$ cat src/ppe_pkg.sv
// Shared types, constants and helper functions of the palette expander.
`default_nettype none

package ppe_pkg;

	// Default sizes
	localparam int MAX_WIDTH_DEF     = 1024;
	localparam int PALETTE_DEPTH_DEF = 256;
	localparam int PIXEL_WIDTH_DEF   = 32;

	// Queue depths
	localparam int FQ_DEPTH = 4;
	localparam int FQ_AW    = $clog2(FQ_DEPTH);
	localparam int FQ_CW    = $clog2(FQ_DEPTH + 1);
	localparam int OQ_DEPTH = 4;
	localparam int OQ_AW    = $clog2(OQ_DEPTH);
	localparam int OQ_CW    = $clog2(OQ_DEPTH + 1);

	// Configuration port
	localparam int CFG_IW = 1;
	localparam int CFG_DW = 11;
	localparam logic [CFG_IW-1:0] REG_PIXEL_BITS = 1'd0;
	localparam logic [CFG_IW-1:0] REG_ROW_WIDTH  = 1'd1;

	// Request function codes
	typedef enum logic [1:0] {
		FUNC_PAL   = 2'd0,
		FUNC_START = 2'd1,
		FUNC_DATA  = 2'd2
	} func_t;

	// Input request
	typedef struct packed {
		logic [1:0]  func;
		logic [7:0]  data_byte;
		logic [7:0]  palette_index;
		logic [31:0] palette_pixel;
	} item_t;

	// Classified request held between front and back
	typedef struct packed {
		func_t       kind;
		logic [7:0]  data_byte;
		logic [7:0]  palette_index;
		logic [31:0] palette_pixel;
	} cmd_t;

	// Result request
	typedef struct packed {
		logic [31:0] pixel_value;
		logic [7:0]  color_index;
		logic [9:0]  column;
		logic        row_end;
		logic        last;
	} res_t;

	// Bits per pixel actually used: zero or above eight means eight
	function automatic logic [3:0] eff_bits(input logic [3:0] b);
		logic [3:0] r;
		if (b == 4'd0 || b > 4'd8) r = 4'd8;
		else r = b;
		return r;
	endfunction

	// Whole pixels per byte for a given effective width
	function automatic logic [3:0] pix_count(input logic [3:0] b);
		logic [3:0] r;
		case (b)
			4'd1: r = 4'd8;
			4'd2: r = 4'd4;
			4'd3: r = 4'd2;
			4'd4: r = 4'd2;
			default: r = 4'd1;
		endcase
		return r;
	endfunction

endpackage

`default_nettype wire

$ cat src/ppe_front.sv
// Front end: accepts requests, drops the meaningless ones, queues the rest.
`default_nettype none

module ppe_front import ppe_pkg::*; #(
	parameter int PALETTE_DEPTH = PALETTE_DEPTH_DEF
) (
	input  wire logic  clk,
	input  wire logic  arst_n,
	input  wire logic  push,
	output logic       full,
	input  wire item_t item,
	output logic       fq_valid,
	output cmd_t       fq_item,
	input  wire logic  fq_pop
);

	logic [FQ_CW-1:0] cnt_q;
	logic [FQ_AW-1:0] wr_q, rd_q;
	cmd_t             buf_q [FQ_DEPTH];
	logic             accept, keep, idx_ok;
	cmd_t             cmd;

	assign full   = (cnt_q == FQ_CW'(FQ_DEPTH));
	assign accept = push && !full;
	assign idx_ok = ({1'b0, item.palette_index} < 9'(PALETTE_DEPTH));

	// Classify: unused code and out-of-range palette writes have no effect
	always_comb begin
		cmd.kind          = FUNC_DATA;
		cmd.data_byte     = item.data_byte;
		cmd.palette_index = item.palette_index;
		cmd.palette_pixel = item.palette_pixel;
		keep              = 1'b0;
		case (item.func)
			FUNC_PAL: begin
				cmd.kind = FUNC_PAL;
				keep     = idx_ok;
			end
			FUNC_START: begin
				cmd.kind = FUNC_START;
				keep     = 1'b1;
			end
			FUNC_DATA: begin
				cmd.kind = FUNC_DATA;
				keep     = 1'b1;
			end
			default: keep = 1'b0;
		endcase
	end

	// Queue pointers and fill
	always_ff @(posedge clk or negedge arst_n) begin
		if (!arst_n) begin
			cnt_q <= '0;
			wr_q  <= '0;
			rd_q  <= '0;
		end else begin
			if (accept && keep) wr_q <= wr_q + FQ_AW'(1);
			if (fq_pop) rd_q <= rd_q + FQ_AW'(1);
			cnt_q <= cnt_q + FQ_CW'(accept && keep) - FQ_CW'(fq_pop);
		end
	end

	// Queue storage
	always_ff @(posedge clk) begin
		if (accept && keep) buf_q[wr_q] <= cmd;
	end

	assign fq_valid = (cnt_q != '0);
	assign fq_item  = buf_q[rd_q];

endmodule

`default_nettype wire

$ cat config.mk
export PLATFORM = sky130hd
export DESIGN_NAME = ppe_front
export DESIGN_NICKNAME = d
export VERILOG_FILES = /design/src/ppe_pkg.sv /design/src/ppe_front.sv
export SDC_FILE = /design/constraint.sdc
export NUM_CORES = 1
export LEC_CHECK = 0
export ABC_AREA = 1
export BUFFER_PORTS_ARGS = -buffer_cell sky130_fd_sc_hd__buf_4
export CAP_MARGIN = 10
export CORE_ASPECT_RATIO = 1.2
export CORE_UTILIZATION = 57
export DETAILED_ROUTE_END_ITERATION = 12
export MAX_ROUTING_LAYER = met4
export PLACE_DENSITY = 0.9
export SETUP_SLACK_MARGIN = 0.2
export SLEW_MARGIN = 20
export SYNTH_ARGS = -nofsm -noshare
export SYNTH_HDL_FRONTEND = slang
export SYNTH_SLANG_ARGS = --single-unit
$ cat constraint.sdc
create_clock -name clk -period 4.1 [get_ports clk]
set_input_delay 0.615 -clock clk [delete_from_list [all_inputs] [get_ports clk]]
set_output_delay 0.615 -clock clk [all_outputs]
set_load 0.01 [all_outputs]
==> results of run 1 <==
-- critical path, stage by stage (launching register included) --
cell and delay (ns):
dfrtp_4 0.80, buf_4 0.51, a21oi_1 0.12, o21ai_1 0.14
nand2_1 0.12, buf_4 0.16
-- per-layer routing --
| metal | vias to the layer above | share of wire, % | track usage (%) |
|---|---|---|---|
| met5 | - | 0 | - |
| li1 | 2397 | - | - |
| met1 | 2545 | 36 | 26.70 |
| met3 | 56 | 6.8 | 3.458 |
| met2 | 265 | 53 | 43.03 |
| met4 | 0 | 3.7 | 10.29 |
-- layout make-up --
class	count	area [um2]	area share, %
well taps	171	214.0	2.187
flip-flops and latches	207	6188	63.25
inverters	116	435.4	4.450
multi-input cells	281	1484	15.17
clock buffers	22	486.7	4.974
repair buffers	115	878.3	8.977
clock inverters	10	97.59	0.9974
-- through the flow --
step,hold WS [ns],worst slack (ns),std cells
global placement,0.4308,1.437,889
floorplan,0.3194,0.5383,638
global route,0.3265,0.8876,922
detailed placement,0.4346,1.326,889
finish,0.3366,1.102,922
CTS,0.3269,1.104,922
-- Yosys cell counts --
cell type / instances / share of area (%)
nand3_1: 5 / 0.30
o211ai_1: 50 / 4.6
edfxtp_1: 200 / 73
ha_1: 6 / 0.91
clkbuf_1: 2 / 0.091
buf_2: 26 / 1.6
o21ai_0: 36 / 2.2
dfrtp_1: 7 / 2.1
xor2_1: 1 / 0.11
a21oi_1: 51 / 3.1
buf_4: 4 / 0.36
buf_1: 2 / 0.091
o21ai_1: 14 / 0.85
nand2_1: 111 / 5.1
nor2_1: 5 / 0.23
xnor2_1: 1 / 0.11
fa_1: 1 / 0.24
inv_1: 116 / 5.3
-- power by group --
group	switching [mW]	internal, mW	total [mW]
logic	1.33	0.940	2.27
clock network	0.705	0.973	1.68
registers	0.331	2.69	3.02
total	2.37	4.60	6.96
-- how the worst max path moves through the flow --
| stage | from | end |
|---|---|---|
| 2_1_floorplan | push | buf_q[0][0] |
| 3_3_place_gp | item[49] | buf_q[1][27] |
| 3_5_place_dp | item[49] | buf_q[1][20] |
| 4_1_cts | rd_q[0] | fq_item[24] |
| 5_1_grt | rd_q[0] | fq_item[24] |
| 6_report | rd_q[0] | fq_item[24] |
-- cell families after synthesis --
kind of cell / Yosys count
AO/OA/AOI/OAI: 151
XOR/XNOR: 2
flip-flops: 207
AND/OR/NAND/NOR: 121
buffers and inverters: 150
adder cells (fa/ha/maj): 7
-- flip-flops by register name, summed over array words and instances, names as in the netlist --
register,flops
buf_q,200
wr_q,2
cnt_q,3
rd_q,2
-- what timing repair did --
| item | CTS | global route |
|---|---|---|
| hold buffers | 1 | 0 |
| setup buffers | 0 | 0 |
| endpoints found under the hold margin | 7 | 0 |
-- cell usage in the layout (no fill, tap or decap), types with 4 or more instances in the layout --
cell type,count
edfxtp_1,200
nand3_1,5
o21ai_0,36
inv_1,116
o21ai_1,14
clkinv_1,4
o211ai_1,50
clkbuf_16,19
ha_1,6
dfrtp_1,5
a21oi_1,51
nor2_4,4
nand2_1,111
buf_4,113
==> qor.csv, run 1 <==
stage,metric,value,unit
sta,slew_headroom,27.70,%
floorplan,die_w,111.8,um
routing,first_pass_iters,9,
logic_synthesis,synth-xor-area-share,0.2124,%
grt,grt_pass1_wl,26560,um
hold_path,worstHoldStart,item[10],
routing,wire_per_inst,18.84,um
hold_path,hold_depth,1,
routing,drt-initial-drc-count,501,
worst_setup_path,cp-end-kind,primary output,
clocking,htree_levels,1,
routing,viasPerCell,5.708,
power,leakage,3.958,nW
logic_synthesis,ys_ff_latch,207,
routing,vias,5263,
logic_synthesis,syn_avg_cell_area,12.92,um2
grt,grt_use_total,24.01,%
routing,drcViolationCount,5,
placed_design,place_area,0.009190,mm2
sta,slew_violations,0,
logic_synthesis,synth_top_family_by_area,compound AO/OA/AOI/OAI gates,
grt,grt-ovfl-total,0,
layout,layout.nets,801,
sta,tns,0,ns
logic_synthesis,seq_area_frac_synth,74.96,%
sta,setup_violations,0,
logic_synthesis,ys_types,18,
run_status,violations,DRC,
sta,min_period_over_period,73.13,%
routing,final_antenna_net_count,0,
sta,fin_skew,0.01785,ns
grt,antenna_found_initial,0,
worst_setup_path,reg2reg_setup_slack,1.63,ns
layout,insertedDiodeCount,0,
clocking,cts-root-buf,clkbuf_16,
power,p_total,6.964,mW
routing,wl,17380,um
sta,fmax,333.5,MHz
power,powerDensity,711.7,mW/mm2
layout,fillCellCount,848,
placed_design,place_congestion,0.7620,
clocking,clk_pin_slew,0.06,ns
hold_path,hold_path.class,input port to flip-flop,
sta,hold_viol,0,
placed_design,dp_hpwl,10390,um
worst_setup_path,arrival,2.38,ns
power,peakVddDrop,0.5086,mV
worst_setup_path,reg2reg_depth,5,
worst_setup_path,r2r-end,buf_q[1][18],
run_status,status,finished with violations,
sta,fin_crit,2.998,ns
worst_setup_path,reg2reg_from,cnt_q[1],
layout,drive_gt1_share,19.31,%
logic_synthesis,synth_mux_area_share,0,%
floorplan,boundaryPins,106,
logic_synthesis,postSynthCellCount,638,
clocking,cts.sinks,207,
layout,areaGrowthSynthToFinish,18.66,%
floorplan,rows,47,
grt,grt_max_degree,102,
worst_setup_path,crit_type,flip-flop to primary output,
worst_setup_path,cp.required,3.48,ns
floorplan,dieHeight,133.8,um
clocking,clock_latency,0.48,ns
logic_synthesis,syn_nets,699,
worst_setup_path,start_kind,flip-flop,
floorplan,fp.dieArea,0.01495,mm2
worst_setup_path,crit_fanout,61,
placed_design,io_buffers,105,
clocking,cts_tree,built,
clocking,cts_resized,0,
clocking,clockBufferDepth,3,
clocking,cts_buffers,19,
logic_synthesis,synth_compound_area_share,10.68,%
logic_synthesis,synthAdderAreaFrac,1.153,%
floorplan,start_util,59.16,%
sta,rsz0062_at_grt,false,
job,cap_violations,0,
logic_synthesis,synthSimpleGateAreaFrac,5.584,%
layout,final_core_utilization,70.20,%
layout,final_cell_area,0.009784,mm2
grt,first_global_vias,5332,
logic_synthesis,yosysWarnings,0,
logic_synthesis,synthesis.area,0.008245,mm2
hold_path,hold_path_end,buf_q[0][10],
floorplan,core-area,0.01394,mm2
sta,tightest_slew,1.084,ns
Power figures use the tool's default switching activity.
==> inputs of run 2 (changes only) <==
ABC_AREA = 0   (was 1)
CORE_UTILIZATION = 51   (was 57)
PLACE_DENSITY = 0.86   (was 0.9)
clock period = 2.7 ns   (was 4.1 ns; I/O delays follow)
==> run 2 against run 1 <==
The run now ends clean. Critical endpoint is now fq_item[34]. Via count down 34%. Non-clock buffer count rose by 6. Routed wire length is 24% lower. Critical path depth decreased by 2. Largest power group unchanged. Combinational power grew 37%. Synthesized cell count fell by 53%.
==> qor.csv, run 2 <==
stage,metric,value,unit,change
layout,drive_gt1_share,46.28,%,was 19.31%
sta,tns,0,ns,unchanged
power,leakage,3.313,nW,was 3.958 nW
routing,vias,3450,,"was 5,263"
floorplan,dieHeight,136.7,um,was 133.8 um
worst_setup_path,start_kind,flip-flop,,unchanged
power,powerDensity,1071,mW/mm2,was 711.7 mW/mm2
floorplan,fp.dieArea,0.01562,mm2,was 0.01495 mm2
logic_synthesis,synthTopCellsByCount,"edfxtp_1, mux4_2, dfrtp_1, inv_1, ha_1",,"was edfxtp_1, inv_1, nand2_1, a21oi_1, o211ai_1"
sta,fin_skew,0.009273,ns,was 0.01785 ns
floorplan,rows,48,,was 47
layout,largest_reg_flops,200,,unchanged
routing,first_pass_iters,4,,was 9
worst_setup_path,crit_type,flip-flop to primary output,,unchanged
grt,grt_max_degree,24,,was 102
worst_setup_path,crit_fanout,16,,was 61
sta,rsz0062_at_grt,false,,unchanged
layout,areaGrowthSynthToFinish,23.78,%,was 18.66%
floorplan,core-area,0.01459,mm2,was 0.01394 mm2
sta,slew_headroom,62.11,%,was 27.70%
sta,fin_crit,2.350,ns,
logic_synthesis,postSynthCellCount,299,,was 638
layout,final_cell_mix,"edfxtp_1, buf_4, mux4_2",,"was edfxtp_1, inv_1, buf_4"
clocking,cts_resized,0,,unchanged
sta,setup_violations,0,,unchanged
placed_design,place_area,0.008847,mm2,was 0.009190 mm2
clocking,clockBufferDepth,3,,unchanged
worst_setup_path,cp.required,2.30,ns,was 3.48 ns
logic_synthesis,syn_avg_cell_area,25.80,um2,was 12.92 um2
layout,final_cell_area,0.009549,mm2,was 0.009784 mm2
sta,slew_violations,0,,unchanged
clocking,cts_tree,built,,unchanged
clocking,clock_latency,0.47,ns,was 0.48 ns
hold_path,hold_path.class,input port to flip-flop,,unchanged
placed_design,dp_hpwl,8442,um,"was 10,390 um"
logic_synthesis,synth_top_area_share,77.85,%,was 72.84%
logic_synthesis,ys_ff_latch,207,,unchanged
clocking,cts-root-buf,clkbuf_16,,unchanged
logic_synthesis,synth_top_cells_by_area,"edfxtp_1, mux4_2, dfrtp_1",,"was edfxtp_1, inv_1, nand2_1"
layout,layout.nets,490,,was 801
layout,final_common_cell,edfxtp_1,,unchanged
logic_synthesis,postSynth.asyncResetShare,3.382,%,unchanged
layout,largestRegisters,"buf_q (200), cnt_q (3)",,unchanged
grt,grt-ovfl-total,0,,unchanged
power,peakVddDrop,0.8631,mV,was 0.5086 mV
routing,drcViolationCount,0,,was 5
routing,wl,13250,um,"was 17,380 um"
logic_synthesis,synthesis.area,0.007715,mm2,was 0.008245 mm2
placed_design,place_congestion,0.6965,,was 0.7620
sta,hold_viol,0,,unchanged
job,cap_violations,0,,unchanged
logic_synthesis,synth_most_common_cell,edfxtp_1,,unchanged
clocking,htree_levels,1,,unchanged
worst_setup_path,reg2reg_from,cnt_q[2],,was cnt_q[1]
worst_setup_path,cp-end-kind,primary output,,unchanged
placed_design,io_buffers,105,,unchanged
logic_synthesis,seq_area_frac_synth,80.12,%,was 74.96%
grt,first_global_vias,3870,,"was 5,332"
hold_path,worstHoldStart,fq_pop,,was item[10]
logic_synthesis,synth_edf_count,200,,unchanged
clocking,clk_pin_slew,0.06,ns,about the same
floorplan,start_util,52.86,%,was 59.16%
clocking,cts.sinks,207,,unchanged
floorplan,boundaryPins,106,,unchanged
grt,antenna_found_initial,0,,unchanged
grt,grt_use_total,18.31,%,was 24.01%
worst_setup_path,arrival,1.94,ns,was 2.38 ns
layout,fin_cells,643,,was 922
sta,min_period_over_period,87.03,%,
routing,wire_per_inst,20.61,um,was 18.84 um
layout,insertedDiodeCount,0,,unchanged
routing,viasPerCell,5.365,,was 5.708
routing,final_antenna_net_count,0,,unchanged
placed_design,place_inst,603,,was 889
sta,fmax,425.6,MHz,
clocking,cts_buffers,20,,was 19
routing,drt-initial-drc-count,194,,was 501
logic_synthesis,syn_nets,360,,was 699
grt,grt_pass1_wl,20560,um,"was 26,560 um"
sta,tightest_slew,0.5683,ns,was 1.084 ns
floorplan,die_w,114.3,um,was 111.8 um
logic_synthesis,yosysWarnings,0,,unchanged
logic_synthesis,ys_types,20,,was 18
worst_setup_path,cp-startpoint,rd_q[1],,was rd_q[0]
logic_synthesis,synth_top_area_cell,edfxtp_1,,unchanged
logic_synthesis,synth_top_flop_cell,edfxtp_1,,unchanged
layout,top_register,buf_q,,unchanged
run_status,status,completed,,was finished with violations
-- run 2: worst paths after layout --
check                      slack, ns  cells past startpoint          end
setup reg to reg                0.42                     10     cnt_q[2]
hold reg to reg                 0.60                      1      wr_q[1]
setup / recovery                0.35                      3  fq_item[34]
hold / removal                  0.13                      2      rd_q[0]
min in group asynchronous       0.28                      2     cnt_q[0]
max in group asynchronous       2.28                      2      rd_q[0]
-- run 2: per-stage QoR --
step / setup slack, ns / hold slack [ns] / util, % / power, mW
2_1_floorplan: 0.2270 / 0.1094 / - / 6.238
3_3_place_gp: 0.5005 / 0.2211 / 60.62 / 7.409
6_report: 0.3501 / 0.1293 / 65.43 / 10.23
3_5_place_dp: 0.3888 / 0.2246 / 60.62 / 7.518
4_1_cts: 0.3105 / 0.1107 / 65.43 / 10.36
5_1_grt: 0.2509 / 0.1066 / 65.43 / 10.68
-- run 2: kinds of logic after synthesis --
family,count (synthesis),synth area share (%)
adder cells (fa/ha/maj),7,1.233
AND/OR/NAND/NOR,8,0.7785
XOR/XNOR,5,0.5676
buffers and inverters,20,2.206
multiplexers,51,14.84
flip-flops,207,80.12
AO/OA/AOI/OAI,1,0.2595
-- run 2: timing repair --
item                                    CTS  global route
hold buffers                              1             0
hold endpoints to repair                  7             0
endpoints found under the setup margin   26             0
setup buffers                             3             0
-- run 2: where the power goes --
group / internal, mW / switching, mW
clock: 1.71 / 1.09
combinational: 1.70 / 1.42
sequential: 4.10 / 0.213
-- run 2: final cells by class --
| class | instances | area, um2 |
|---|---|---|
| Timing Repair Buffer | 121 | 1049 |
| Multi-Input combinational cell | 72 | 1369 |
| Tap cell | 200 | 250.2 |
| Fill cell | 957 | 5045 |
| Sequential cell | 207 | 6186 |
| Inverter | 7 | 26.28 |
| Clock buffer | 26 | 544.3 |
| Clock inverter | 10 | 125.1 |
-- run 2: per-layer routing --
| layer | up-vias | GRT usage (%) | share of wire, % | wire, um |
|---|---|---|---|---|
| met5 | - | - | 0 | 0 |
| met4 | 0 | 4.473 | 1.1 | 145 |
| met3 | 15 | 3.454 | 4.6 | 613 |
| met2 | 96 | 32.09 | 54 | 7203 |
| met1 | 1815 | 22.07 | 40 | 5289 |
| li1 | 1524 | - | - | - |
-- run 2: worst max-delay path, stage by stage (launching register included) --
cell and delay, ns:
dfrtp_2 0.62, buf_4 0.33, mux4_2 0.36, buf_4 0.16
