[config.mk]
export PLATFORM = sky130hd
export DESIGN_NAME = ppe_outq
export DESIGN_NICKNAME = d
export VERILOG_FILES = /design/src/ppe_pkg.sv /design/src/ppe_outq.sv
export SDC_FILE = /design/constraint.sdc
export NUM_CORES = 1
export LEC_CHECK = 0
export ABC_AREA = 1
export BUFFER_PORTS_ARGS = -buffer_cell sky130_fd_sc_hd__buf_2
export CAP_MARGIN = 0
export CORE_MARGIN = 5
export CORE_UTILIZATION = 30
export CTS_BUF_LIST = sky130_fd_sc_hd__clkbuf_2 sky130_fd_sc_hd__clkbuf_4 sky130_fd_sc_hd__clkbuf_8
export DETAILED_ROUTE_END_ITERATION = 7
export PLACE_DENSITY = 0.5
export SYNTH_ARGS = -nofsm -noshare
export SYNTH_HDL_FRONTEND = slang
export SYNTH_SLANG_ARGS = --single-unit
[constraint.sdc]
create_clock -name clk -period 5.4 [get_ports clk]
set_input_delay 0.54 -clock clk [delete_from_list [all_inputs] [get_ports clk]]
set_output_delay 0.54 -clock clk [all_outputs]
set_load 0.01 [all_outputs]
[src/ppe_pkg.sv]
// Shared types, constants and helper functions of the palette expander.
`default_nettype none

package ppe_pkg;

	// Default sizes
	localparam int MAX_WIDTH_DEF     = 1024;
	localparam int PALETTE_DEPTH_DEF = 256;
	localparam int PIXEL_WIDTH_DEF   = 32;

	// Queue depths
	localparam int FQ_DEPTH = 4;
	localparam int FQ_AW    = $clog2(FQ_DEPTH);
	localparam int FQ_CW    = $clog2(FQ_DEPTH + 1);
	localparam int OQ_DEPTH = 4;
	localparam int OQ_AW    = $clog2(OQ_DEPTH);
	localparam int OQ_CW    = $clog2(OQ_DEPTH + 1);

	// Configuration port
	localparam int CFG_IW = 1;
	localparam int CFG_DW = 11;
	localparam logic [CFG_IW-1:0] REG_PIXEL_BITS = 1'd0;
	localparam logic [CFG_IW-1:0] REG_ROW_WIDTH  = 1'd1;

	// Request function codes
	typedef enum logic [1:0] {
		FUNC_PAL   = 2'd0,
		FUNC_START = 2'd1,
		FUNC_DATA  = 2'd2
	} func_t;

	// Input request
	typedef struct packed {
		logic [1:0]  func;
		logic [7:0]  data_byte;
		logic [7:0]  palette_index;
		logic [31:0] palette_pixel;
	} item_t;

	// Classified request held between front and back
	typedef struct packed {
		func_t       kind;
		logic [7:0]  data_byte;
		logic [7:0]  palette_index;
		logic [31:0] palette_pixel;
	} cmd_t;

	// Result request
	typedef struct packed {
		logic [31:0] pixel_value;
		logic [7:0]  color_index;
		logic [9:0]  column;
		logic        row_end;
		logic        last;
	} res_t;

	// Bits per pixel actually used: zero or above eight means eight
	function automatic logic [3:0] eff_bits(input logic [3:0] b);
		logic [3:0] r;
		if (b == 4'd0 || b > 4'd8) r = 4'd8;
		else r = b;
		return r;
	endfunction

	// Whole pixels per byte for a given effective width
	function automatic logic [3:0] pix_count(input logic [3:0] b);
		logic [3:0] r;
		case (b)
			4'd1: r = 4'd8;
			4'd2: r = 4'd4;
			4'd3: r = 4'd2;
			4'd4: r = 4'd2;
			default: r = 4'd1;
		endcase
		return r;
	endfunction

endpackage

`default_nettype wire

[src/ppe_outq.sv]
// Result queue between the expander and the consumer.
`default_nettype none

module ppe_outq import ppe_pkg::*; (
	input  wire logic             clk,
	input  wire logic             arst_n,
	input  wire logic             oq_push,
	input  wire res_t             oq_item,
	output logic [OQ_CW-1:0]      oq_count,
	output logic                  empty,
	input  wire logic             pop,
	output res_t                  result
);

	logic [OQ_CW-1:0] cnt_q;
	logic [OQ_AW-1:0] wr_q, rd_q;
	res_t             buf_q [OQ_DEPTH];
	logic             deq;

	assign empty    = (cnt_q == '0);
	assign deq      = pop && !empty;
	assign oq_count = cnt_q;
	assign result   = buf_q[rd_q];

	// Pointers and fill; the producer never pushes into a full queue
	always_ff @(posedge clk or negedge arst_n) begin
		if (!arst_n) begin
			cnt_q <= '0;
			wr_q  <= '0;
			rd_q  <= '0;
		end else begin
			if (oq_push) wr_q <= wr_q + OQ_AW'(1);
			if (deq) rd_q <= rd_q + OQ_AW'(1);
			cnt_q <= cnt_q + OQ_CW'(oq_push) - OQ_CW'(deq);
		end
	end

	// Storage
	always_ff @(posedge clk) begin
		if (oq_push) buf_q[wr_q] <= oq_item;
	end

endmodule

`default_nettype wire

==> results.tsv, run 1 <==
metric	value	unit
r2r_slack	3.19	ns
startpoint_type	flip-flop	
start_util	0.306	
fp.coreArea	0.0279	mm2
netSwitchingPower	0.00195	W
synthAdderAreaFrac	0.0111	
area_growth	19.9	%
io_buffer_count	111	
p_sw_frac	0.350	
ir_drop	0.000224	V
synth_compound_area_frac	0.0615	
path_cells	buf_4, nor2_1, nor2_1, o21ai_0, nand2_1, buf_2	
synth_most_common_cell	edfxtp_1	
finalSetupViolations	0	
clk_pin_slew	0.06	ns
crit_buf_inv	2	
critPathTopFamily	buffers and inverters	
yosys-top-cells-area	edfxtp_1 73%, nand2_1 7.6%, o21ai_0 5.3%	
vias	5165	
worstSkewPairLatency	0.51	ns
status	finished clean	
route.detailed.drc	0	
seqPwrFrac	0.416	
synthMuxAreaShare	0	
ant_nets	0	
crit_path_frequent_cell	nor2_1	
die_y	179	um
synth_ff_type	edfxtp_1	
setup_tns	0	ns
cap_violations	0	
drv_slew	0	
gr-usage-all-layers	0.115	
worstPathRequired	4.86	ns
r2r-start	rd_q[0]	
worst_ep_arrival_time	2.83	ns
cp.depth	6	
h-tree-depth	2	
cp_slowest_cell	buf_4	
hpwl	9870	um
grt_pass1_vias	5274	
fin_ws	2.03	ns
fin_skew	0.0163	ns
p_leak	4.13	nW
cp_slowest_stage_delay	0.91	ns
synthesis.nets	774	
synth_cells	711	
period_share	0.624	
max_freq	297	MHz
synth_area	0.00854	mm2
fp.dieW	179	um
worstSetupEndpointType	output port	
powerDensity	545	mW/mm2
first_pass_iters	4	
drt_iter0_drc	179	
cp-endpoint	result[19]	
grt_max_degree	111	
ys_ff_latch	215	
antenna_found_initial	2	
drive_above_1_share	0.213	
synth_top_area_share	0.731	
worst_pin_slew	1.05	ns
worstPathMaxFanout	110	
async_flop_share	0.0326	
io_pins	112	
rr_worst_depth	6	
hold_class	primary input to flip-flop	
p_int	0.00362	W
wire_per_inst	14.6	um
reg2reg_to	rd_q[1]	
yosysSeqAreaShare	0.752	
pre_cts_ws	2.51	ns
synth_top_area_cell	edfxtp_1	
cts_buffers	39	
rsz0062_at_grt	false	
cts_root_buf	clkbuf_8	
synth_top_family_by_area	simple AND/OR/NAND/NOR gates	
final.min_clock_period	3.37	ns
cts_tree	yes	
synth_simple_gate_area_share	0.123	
die_area	0.0319	mm2
cts.sinks	215	
gp_congestion	0.680	
fin_nets	900	
ys_warn_count	0	
synth_enable_flop_cells	208	
grt_first_pass_wirelength	28400	um
ys_types	18	
synth_common_cells	208 x edfxtp_1, 172 x nand2_1, 105 x nor2_1	
maxSlewHeadroom	0.298	
power_frac_comb	0.314	
overflow	0	
cp-startpoint	rd_q[0]	
post_cts_buffers	0	
path_class	flip-flop to output port	
drt_wl_total	18200	um
clkPwrFrac	0.269	
hold_viol	0	
fillers	2800	
cts_buffer_depth	3	
synth_area_per_cell	12.0	um2
synth_xor_area_frac	0.00308	
n_antenna_cell	0	
rows	61	
viasPerCell	4.16	
[worst reg2reg max path: stages, from the launching register on]
cell,delay (ns)
dfrtp_4,0.74
buf_4,0.95
nand2_1,0.14
inv_1,0.11
nand2_1,0.06
nand2_1,0.06
nand2_1,0.04
[per-layer routing]
metal  wire (um)  GRT usage
met2        8790      0.199
met5          27          0
met3        1090     0.0346
met1        7800      0.135
met4         469     0.0461
[registers in the layout, summed over array words and instances (netlist names)]
register  count
buf_q       208
rd_q          2
wr_q          2
oq_count      3
[through the flow]
step,utilization,hold slack (ns),instance area [um2],std cells,power [W]
after floorplan,-,0.244,8540,711,0.00348
after global placement,0.339,0.392,9460,1173,0.00416
after detailed placement,0.339,0.398,9460,1173,0.00418
after CTS,0.366,0.181,10200,1242,0.00572
after global routing,0.366,0.194,10200,1242,0.00602
final,0.366,0.233,10200,1242,0.00558
[placed cells by master, fill, tap and decap left out, drive strengths merged]
cell type	instances
nor2	105
xor2	2
dlygate4sd3	1
clkinvlp	1
ha	6
xnor2	1
nand3	2
bufinv	2
clkinv	13
o21ai	105
edfxtp	208
clkbuf	52
nand2	172
inv	68
dfrtp	7
buf	118
fa	1
[power groups by stage]
stage               Combinational [W]  Sequential, W  Clock (W)
global placement              0.00181        0.00235          0
detailed placement            0.00182        0.00236          0
finish                        0.00175        0.00232    0.00150
global route                  0.00202        0.00236    0.00165
CTS                           0.00182        0.00233    0.00157
floorplan                     0.00118        0.00230          0
[area by class of cell]
cell class / count / area [um2] / area share
multi-input cells: 394 / 1700 / 0.166
clock inverters: 16 / 125 / 0.0122
clock buffers: 52 / 641 / 0.0626
repair buffers: 119 / 618 / 0.0604
flip-flops and latches: 215 / 6420 / 0.628
well taps: 378 / 473 / 0.0462
inverters: 68 / 256 / 0.0251
[logic make-up (layout without fill, tap and decap cells)]
| logic type | after synthesis | in the layout |
|---|---|---|
| simple gates | 279 | 279 |
| flops | 215 | 215 |
| compound gates | 105 | 105 |
| buf+inv | 102 | 255 |
| fa+ha+maj | 7 | 7 |
| xor+xnor | 3 | 3 |
[what timing repair did]
action | 4_1_cts | 5_1_grt
endpoints found under the hold margin | 7 | 0
hold buffers | 1 | 0
resized for setup | 0 | 0
[how the worst min path moves through the flow]
stage	start	to	slack (ns)	depth (start not counted)
detailed placement	arst_n	oq_count[0]	0.40	1
CTS	oq_item[51]	buf_q[3][51]	0.18	1
global route	oq_item[51]	buf_q[3][51]	0.19	1
floorplan	arst_n	oq_count[0]	0.24	0
finish	oq_item[38]	buf_q[0][38]	0.23	1
global placement	arst_n	oq_count[0]	0.39	1
Note: power is estimated with default switching activity, not from simulation.
==> inputs of run 2 (changes only) <==
==> constraint.sdc (replaced) <==
create_clock -name clk -period 3.2 [get_ports clk]
set_input_delay 0.32 -clock clk [delete_from_list [all_inputs] [get_ports clk]]
set_output_delay 0.32 -clock clk [all_outputs]
set_load 0.01 [all_outputs]
==> results.tsv, run 2 (same netlist as run 1, synthesis figures left out) <==
metric	value	unit	change
worstSkewPairLatency	0.51	ns	about the same
p_leak	4.31	nW	was 4.13 nW
r2r_slack	1.26	ns	was 3.19 ns
drv_slew	0		unchanged
path_class	flip-flop to output port		unchanged
powerDensity	893	mW/mm2	was 545 mW/mm2
viasPerCell	4.18		was 4.16
fp.dieW	179	um	unchanged
h-tree-depth	2		unchanged
cts_root_buf	clkbuf_8		unchanged
post_cts_buffers	0		unchanged
drt_wl_total	18100	um	was 18200 um
r2r-start	oq_count[1]		was rd_q[0]
highest_layer	met5		unchanged
ant_nets	0		unchanged
hold_start	oq_item[42]		was oq_item[38]
cts_buffer_depth	3		unchanged
startpoint_type	flip-flop		unchanged
first_pass_iters	4		unchanged
seqPwrFrac	0.402		was 0.416
grt_max_degree	81		was 111
rsz0062_at_grt	false		unchanged
route.detailed.drc	0		unchanged
worst_ep_arrival_time	2.12	ns	was 2.83 ns
dr_wl_met2	9130	um	was 8790 um
cts_buffers	38		was 39
start_util	0.306		unchanged
gp_congestion	0.687		was 0.680
grt_pass1_vias	5315		was 5274
final_common_cell	edfxtp_1		unchanged
gr-usage-all-layers	0.113		was 0.115
final_area	0.0106	mm2	was 0.0102 mm2
cap_violations	0		unchanged
period_share	0.764		
vias	5349		was 5165
wire_per_inst	14.1	um	was 14.6 um
netSwitchingPower	0.00331	W	was 0.00195 W
worstSetupEndpointType	output port		unchanged
postCtsResizedCells	0		unchanged
met1_length	7730	um	was 7800 um
cts_tree	yes		unchanged
worstPathRequired	2.88	ns	was 4.86 ns
fillers	2753		was 2800
fin_skew	0.0177	ns	was 0.0163 ns
post_dp_cell_area	0.00953	mm2	was 0.00946 mm2
maxSlewHeadroom	0.468		was 0.298
worstPathMaxFanout	80		was 110
overflow	0		unchanged
die_y	179	um	unchanged
clk_pin_slew	0.06	ns	about the same
area_growth	24.6	%	was 19.9%
fp.coreArea	0.0279	mm2	unchanged
holdWs	0.0283	ns	was 0.233 ns
ir_drop	0.000465	V	was 0.000224 V
final.min_clock_period	2.44	ns	
antenna_found_initial	1		was 2
drt_iter0_drc	230		was 179
drive_above_1_share	0.210		was 0.213
p_int	0.00620	W	was 0.00362 W
wl_met3	913	um	was 1090 um
grt_first_pass_wirelength	28000	um	was 28400 um
p_sw_frac	0.348		was 0.350
layout_common_cells	208 x edfxtp_1, 172 x nand2_1, 111 x buf_2		unchanged
hold_viol	0		unchanged
largest_reg_flops	208		unchanged
n_antenna_cell	0		unchanged
power_frac_comb	0.331		was 0.314
worst_pin_slew	0.797	ns	was 1.05 ns
status	finished clean		unchanged
cp-startpoint	rd_q[0]		unchanged
regMostFlops	buf_q		unchanged
max_freq	409	MHz	
io_buffer_count	111		unchanged
setup_tns	0	ns	unchanged
rows	61		unchanged
hold_class	primary input to flip-flop		unchanged
cts.sinks	215		unchanged
fin_nets	935		was 900
cts_hold_buf	32		was 1
die_area	0.0319	mm2	unchanged
finalSetupViolations	0		unchanged
hpwl	10200	um	was 9870 um
io_pins	112		unchanged
clkPwrFrac	0.267		was 0.269
## run 2: cell types whose count changed in the layout (fill, tap and decap cells not counted)
| cell | change |
|---|---|
| clkinv_2 | -2 |
| dlygate4sd3_1 | +33 |
| clkbuf_8 | +2 |
| bufinv_16 | -1 |
| buf_12 | +4 |
| clkinvlp_4 | -1 |
| clkinv_1 | -1 |
| buf_4 | -1 |
| inv_6 | -1 |
| clkbuf_4 | +5 |
## run 2: power groups by stage
stage | sequential (W) | combinational (W) | clock [W]
after CTS | 0.00382 | 0.00327 | 0.00263
after floorplan | 0.00388 | 0.00199 | 0
after global placement | 0.00387 | 0.00321 | 0
final | 0.00382 | 0.00315 | 0.00254
after detailed placement | 0.00388 | 0.00323 | 0
after global routing | 0.00386 | 0.00361 | 0.00277
## run 2: path summary, 6_finish.rpt
kind / end / cells past startpoint
max in group asynchronous: rd_q[0] / 2
setup reg to reg: oq_count[2] / 11
hold reg to reg: rd_q[1] / 2
hold / removal: buf_q[0][42] / 1
setup / recovery: result[32] / 5
min in group asynchronous: oq_count[2] / 2
## run 2: cell type report
type | count | area (um2) | area share
Tap cell | 378 | 473 | 0.0444
Clock inverter | 10 | 65.1 | 0.00611
Sequential cell | 215 | 6420 | 0.604
Timing Repair Buffer | 155 | 1020 | 0.0959
Clock buffer | 59 | 706 | 0.0663
Inverter | 68 | 256 | 0.0241
Multi-Input combinational cell | 394 | 1700 | 0.159
## run 2: layer usage
layer  vias up  track usage
met5         -            0
li1       2707            -
met4         2       0.0371
met3        31       0.0310
met2       103        0.197
met1      2506        0.135
## run 2: critical path, stage by stage (launching register included)
cell and delay (ns):
dfrtp_4 0.42, buf_4 0.61, o21ai_0 0.21, nand2_1 0.09, nand2_1 0.08, buf_2 0.15
## run 2: through the flow
| step | util | total power [W] | std cells | worst slack, ns |
|---|---|---|---|---|
| finish | 0.381 | 0.00951 | 1279 | 0.756 |
| global placement | 0.341 | 0.00708 | 1176 | 1.20 |
| detailed placement | 0.341 | 0.00711 | 1176 | 1.22 |
| CTS | 0.380 | 0.00973 | 1277 | 0.662 |
| global route | 0.381 | 0.0102 | 1279 | 0.493 |
| floorplan | - | 0.00588 | 711 | 1.10 |
==> inputs of run 3 (changes only) <==
--- a/config.mk
+++ b/config.mk
@@ -5,14 +5,14 @@
 export SDC_FILE = /design/constraint.sdc
 export NUM_CORES = 1
 export LEC_CHECK = 0
-export ABC_AREA = 1
+export ABC_AREA = 0
 export BUFFER_PORTS_ARGS = -buffer_cell sky130_fd_sc_hd__buf_2
 export CAP_MARGIN = 0
 export CORE_MARGIN = 5
 export CORE_UTILIZATION = 30
 export CTS_BUF_LIST = sky130_fd_sc_hd__clkbuf_2 sky130_fd_sc_hd__clkbuf_4 sky130_fd_sc_hd__clkbuf_8
 export DETAILED_ROUTE_END_ITERATION = 7
-export PLACE_DENSITY = 0.5
+export PLACE_DENSITY = 0.52
 export SYNTH_ARGS = -nofsm -noshare
 export SYNTH_HDL_FRONTEND = slang
 export SYNTH_SLANG_ARGS = --single-unit
==> constraint.sdc (replaced) <==
create_clock -name clk -period 2 [get_ports clk]
set_input_delay 0.2 -clock clk [delete_from_list [all_inputs] [get_ports clk]]
set_output_delay 0.2 -clock clk [all_outputs]
set_load 0.01 [all_outputs]
==> results.tsv, run 3 <==
metric	value	unit	change
status	complete, but fails checks		was finished clean
violations	negative setup slack		
viasPerCell	4.41		was 4.18
drive_above_1_share	0.457		was 0.210
drt_wl_total	16800	um	was 18100 um
synth_simple_gate_area_share	0.00424		was 0.123
synth_compound_area_frac	0.00267		was 0.0615
period_share	1.09		
drv_slew	0		unchanged
synth_top_area_share	0.784		was 0.731
area_growth	35.5	%	was 24.6%
fillers	2332		was 2753
cts_buffers	38		unchanged
path_cells	buf_12, buf_16, mux4_2, buf_6		was buf_4, o21ai_0, nand2_1, nand2_1, buf_2
cts_buffer_depth	3		unchanged
max_freq	460	MHz	
met3_usage	0.0321		was 0.0310
holdWs	0.0568	ns	was 0.0283 ns
vias	3921		was 5349
synth_xor_area_frac	0.00550		was 0.00308
route.detailed.drc	0		unchanged
fp.dieW	173	um	was 179 um
die_area	0.0299	mm2	was 0.0319 mm2
cts_tree	yes		unchanged
powerDensity	1450	mW/mm2	was 893 mW/mm2
io_buffer_count	111		unchanged
path_class	flip-flop to output port		unchanged
wire_per_inst	18.9	um	was 14.1 um
cts_root_buf	clkbuf_8		unchanged
hold_class	primary input to async pin		was primary input to flip-flop
layout_common_cells	208 x edfxtp_1, 69 x buf_2, 55 x dlygate4sd3_1		was 208 x edfxtp_1, 172 x nand2_1, 111 x buf_2
final_area	0.0108	mm2	was 0.0106 mm2
synth_ff_type	edfxtp_1		unchanged
synth_area	0.00797	mm2	was 0.00854 mm2
cts.sinks	215		unchanged
final.min_clock_period	2.17	ns	
fp.coreArea	0.0261	mm2	was 0.0279 mm2
p_sw_frac	0.286		was 0.348
cp_slowest_cell	mux4_2		was buf_4
die_y	173	um	was 179 um
synth_common_cells	208 x edfxtp_1, 48 x mux4_2, 7 x dfrtp_1, 7 x inv_1		was 208 x edfxtp_1, 172 x nand2_1, 105 x nor2_1
hpwl	9440	um	was 10200 um
gr-usage-all-layers	0.113		about the same
ir_drop	0.000749	V	was 0.000465 V
r2r-start	oq_count[0]		was oq_count[1]
ys_warn_count	0		unchanged
worstPathRequired	1.80	ns	was 2.88 ns
yosysSeqAreaShare	0.806		was 0.752
worstSkewPairLatency	0.51	ns	about the same
fin_nets	589		was 935
fin_ws	-0.174	ns	was 0.756 ns
worstPathMaxFanout	8		was 80
synth_cells	307		was 711
netSwitchingPower	0.00449	W	was 0.00331 W
gr-usage-met2	0.188		was 0.197
first_pass_iters	4		unchanged
n_antenna_cell	0		unchanged
grt_pass1_vias	4530		was 5315
power_frac_comb	0.366		was 0.331
worst_pin_slew	0.399	ns	was 0.797 ns
worst_ep_arrival_time	1.97	ns	was 2.12 ns
crit_buf_inv	3		was 2
async_flop_share	0.0326		unchanged
p_leak	3.80	nW	was 4.31 nW
largest_reg_flops	208		unchanged
setup_tns	-5.93	ns	was 0 ns
h-tree-depth	2		unchanged
cp_slowest_stage_delay	0.52	ns	was 0.61 ns
synth_top_area_cell	edfxtp_1		unchanged
io_pins	112		unchanged
worstSetupEndpointType	output port		unchanged
maxSlewHeadroom	0.731		was 0.468
r2r_slack	-0.01	ns	was 1.26 ns
overflow	0		unchanged
synthAdderAreaFrac	0.0119		was 0.0111
rows	59		was 61
critPathTopFamily	multiplexers		was buffers and inverters
rsz0062_at_grt	true		was false
synthesis.nets	370		was 774
fin_skew	0.0175	ns	was 0.0177 ns
seqPwrFrac	0.391		was 0.402
drt_iter0_drc	172		was 230
hold_viol	0		unchanged
synth_most_common_cell	edfxtp_1		unchanged
synthMuxAreaShare	0.149		was 0
gp_congestion	0.705		was 0.687
startpoint_type	flip-flop		unchanged
clkPwrFrac	0.243		was 0.267
reg2reg_to	oq_count[2]		unchanged
finalSetupViolations	53		was 0
ys_ff_latch	215		unchanged
cap_violations	0		unchanged
ys_types	18		unchanged
grt_max_degree	54		was 81
grt_first_pass_wirelength	26100	um	was 28000 um
synth_area_per_cell	26.0	um2	was 12.0 um2
synth_enable_flop_cells	208		unchanged
gr-usage-met1	0.144		was 0.135
clk_pin_slew	0.06	ns	about the same
yosys-top-cells-area	edfxtp_1 78%, mux4_2 14%, dfrtp_1 2.2%		was edfxtp_1 73%, nand2_1 7.6%, o21ai_0 5.3%
final_common_cell	edfxtp_1		unchanged
antenna_found_initial	0		was 1
p_int	0.0112	W	was 0.00620 W
start_util	0.305		was 0.306
regMostFlops	buf_q		unchanged
synth_top_family_by_area	multiplexers		was simple AND/OR/NAND/NOR gates
post_dp_cell_area	0.00907	mm2	was 0.00953 mm2
rr_worst_depth	9		was 11
pre_cts_ws	-0.0301	ns	was 1.22 ns
ant_nets	0		unchanged
grt_most_used_layer	met2		unchanged
run 3: changes by cell type after synthesis, sizes merged, moves of 2 or more:
cell,previous run,this run
nand2,172,1
nor2,105,0
o21ai,105,1
inv,67,7
mux4,0,52
buf,23,12
clkbuf,11,0
and2,0,4
xnor2,1,4
nand3,2,0
run 3: cells by family (layout without fill, tap and decap cells):
family | count (synthesis) | after routing
DFF | 215 | 215
adders and majority gates | 7 | 7
muxes | 52 | 52
buffers and inverters | 19 | 266
xor gates and xnor gates | 5 | 5
and+or+nand+nor | 6 | 6
AOI/OAI and AO/OA | 3 | 3
run 3: metrics by stage:
stage / utilization / total power, W / cells
final: 0.413 / 0.0157 / 889
after detailed placement: 0.347 / 0.0107 / 756
after global routing: 0.413 / 0.0166 / 889
after floorplan: - / 0.00901 / 307
after global placement: 0.347 / 0.0106 / 756
after CTS: 0.410 / 0.0158 / 889
run 3: how the worst max path moves through the flow:
stage	startpoint	end	depth (start not counted)
global placement	oq_count[0]	oq_count[2]	9
global route	rd_q[0]	result[46]	4
CTS	rd_q[0]	result[42]	4
detailed placement	oq_count[0]	oq_count[2]	9
floorplan	oq_count[0]	oq_count[2]	9
finish	rd_q[0]	result[46]	4
run 3: per-layer routing:
metal  wire [um]  part of all wire
met1        7330              0.44
met2        8250              0.49
met3         791             0.047
met4         390             0.023
met5           0                 0
run 3: layout make-up:
cell class / instances / area, um2 / share of cell area
Clock inverter: 17 / 97.6 / 0.00904
Clock buffer: 51 / 627 / 0.0580
Sequential cell: 215 / 6430 / 0.595
Tap cell: 335 / 419 / 0.0388
Multi-Input combinational cell: 73 / 1400 / 0.130
Timing Repair Buffer: 191 / 1810 / 0.167
Inverter: 7 / 26.3 / 0.00243
run 3: timing repair:
action | CTS | global route
endpoints found under the setup margin | 53 | 54
hold endpoints to repair | 218 | 0
hold buffers | 55 | 0
cloned | 4 | 0
pin swaps | 2 | 1
resized for setup | 37 | 20
buffers inserted | 6 | 1
run 3: power by group through the flow:
stage / Clock [W] / Sequential, W / Combinational, W
3_3_place_gp: 0 / 0.00615 / 0.00448
6_report: 0.00381 / 0.00615 / 0.00574
4_1_cts: 0.00398 / 0.00615 / 0.00571
5_1_grt: 0.00422 / 0.00621 / 0.00619
2_1_floorplan: 0 / 0.00617 / 0.00283
3_5_place_dp: 0 / 0.00621 / 0.00454
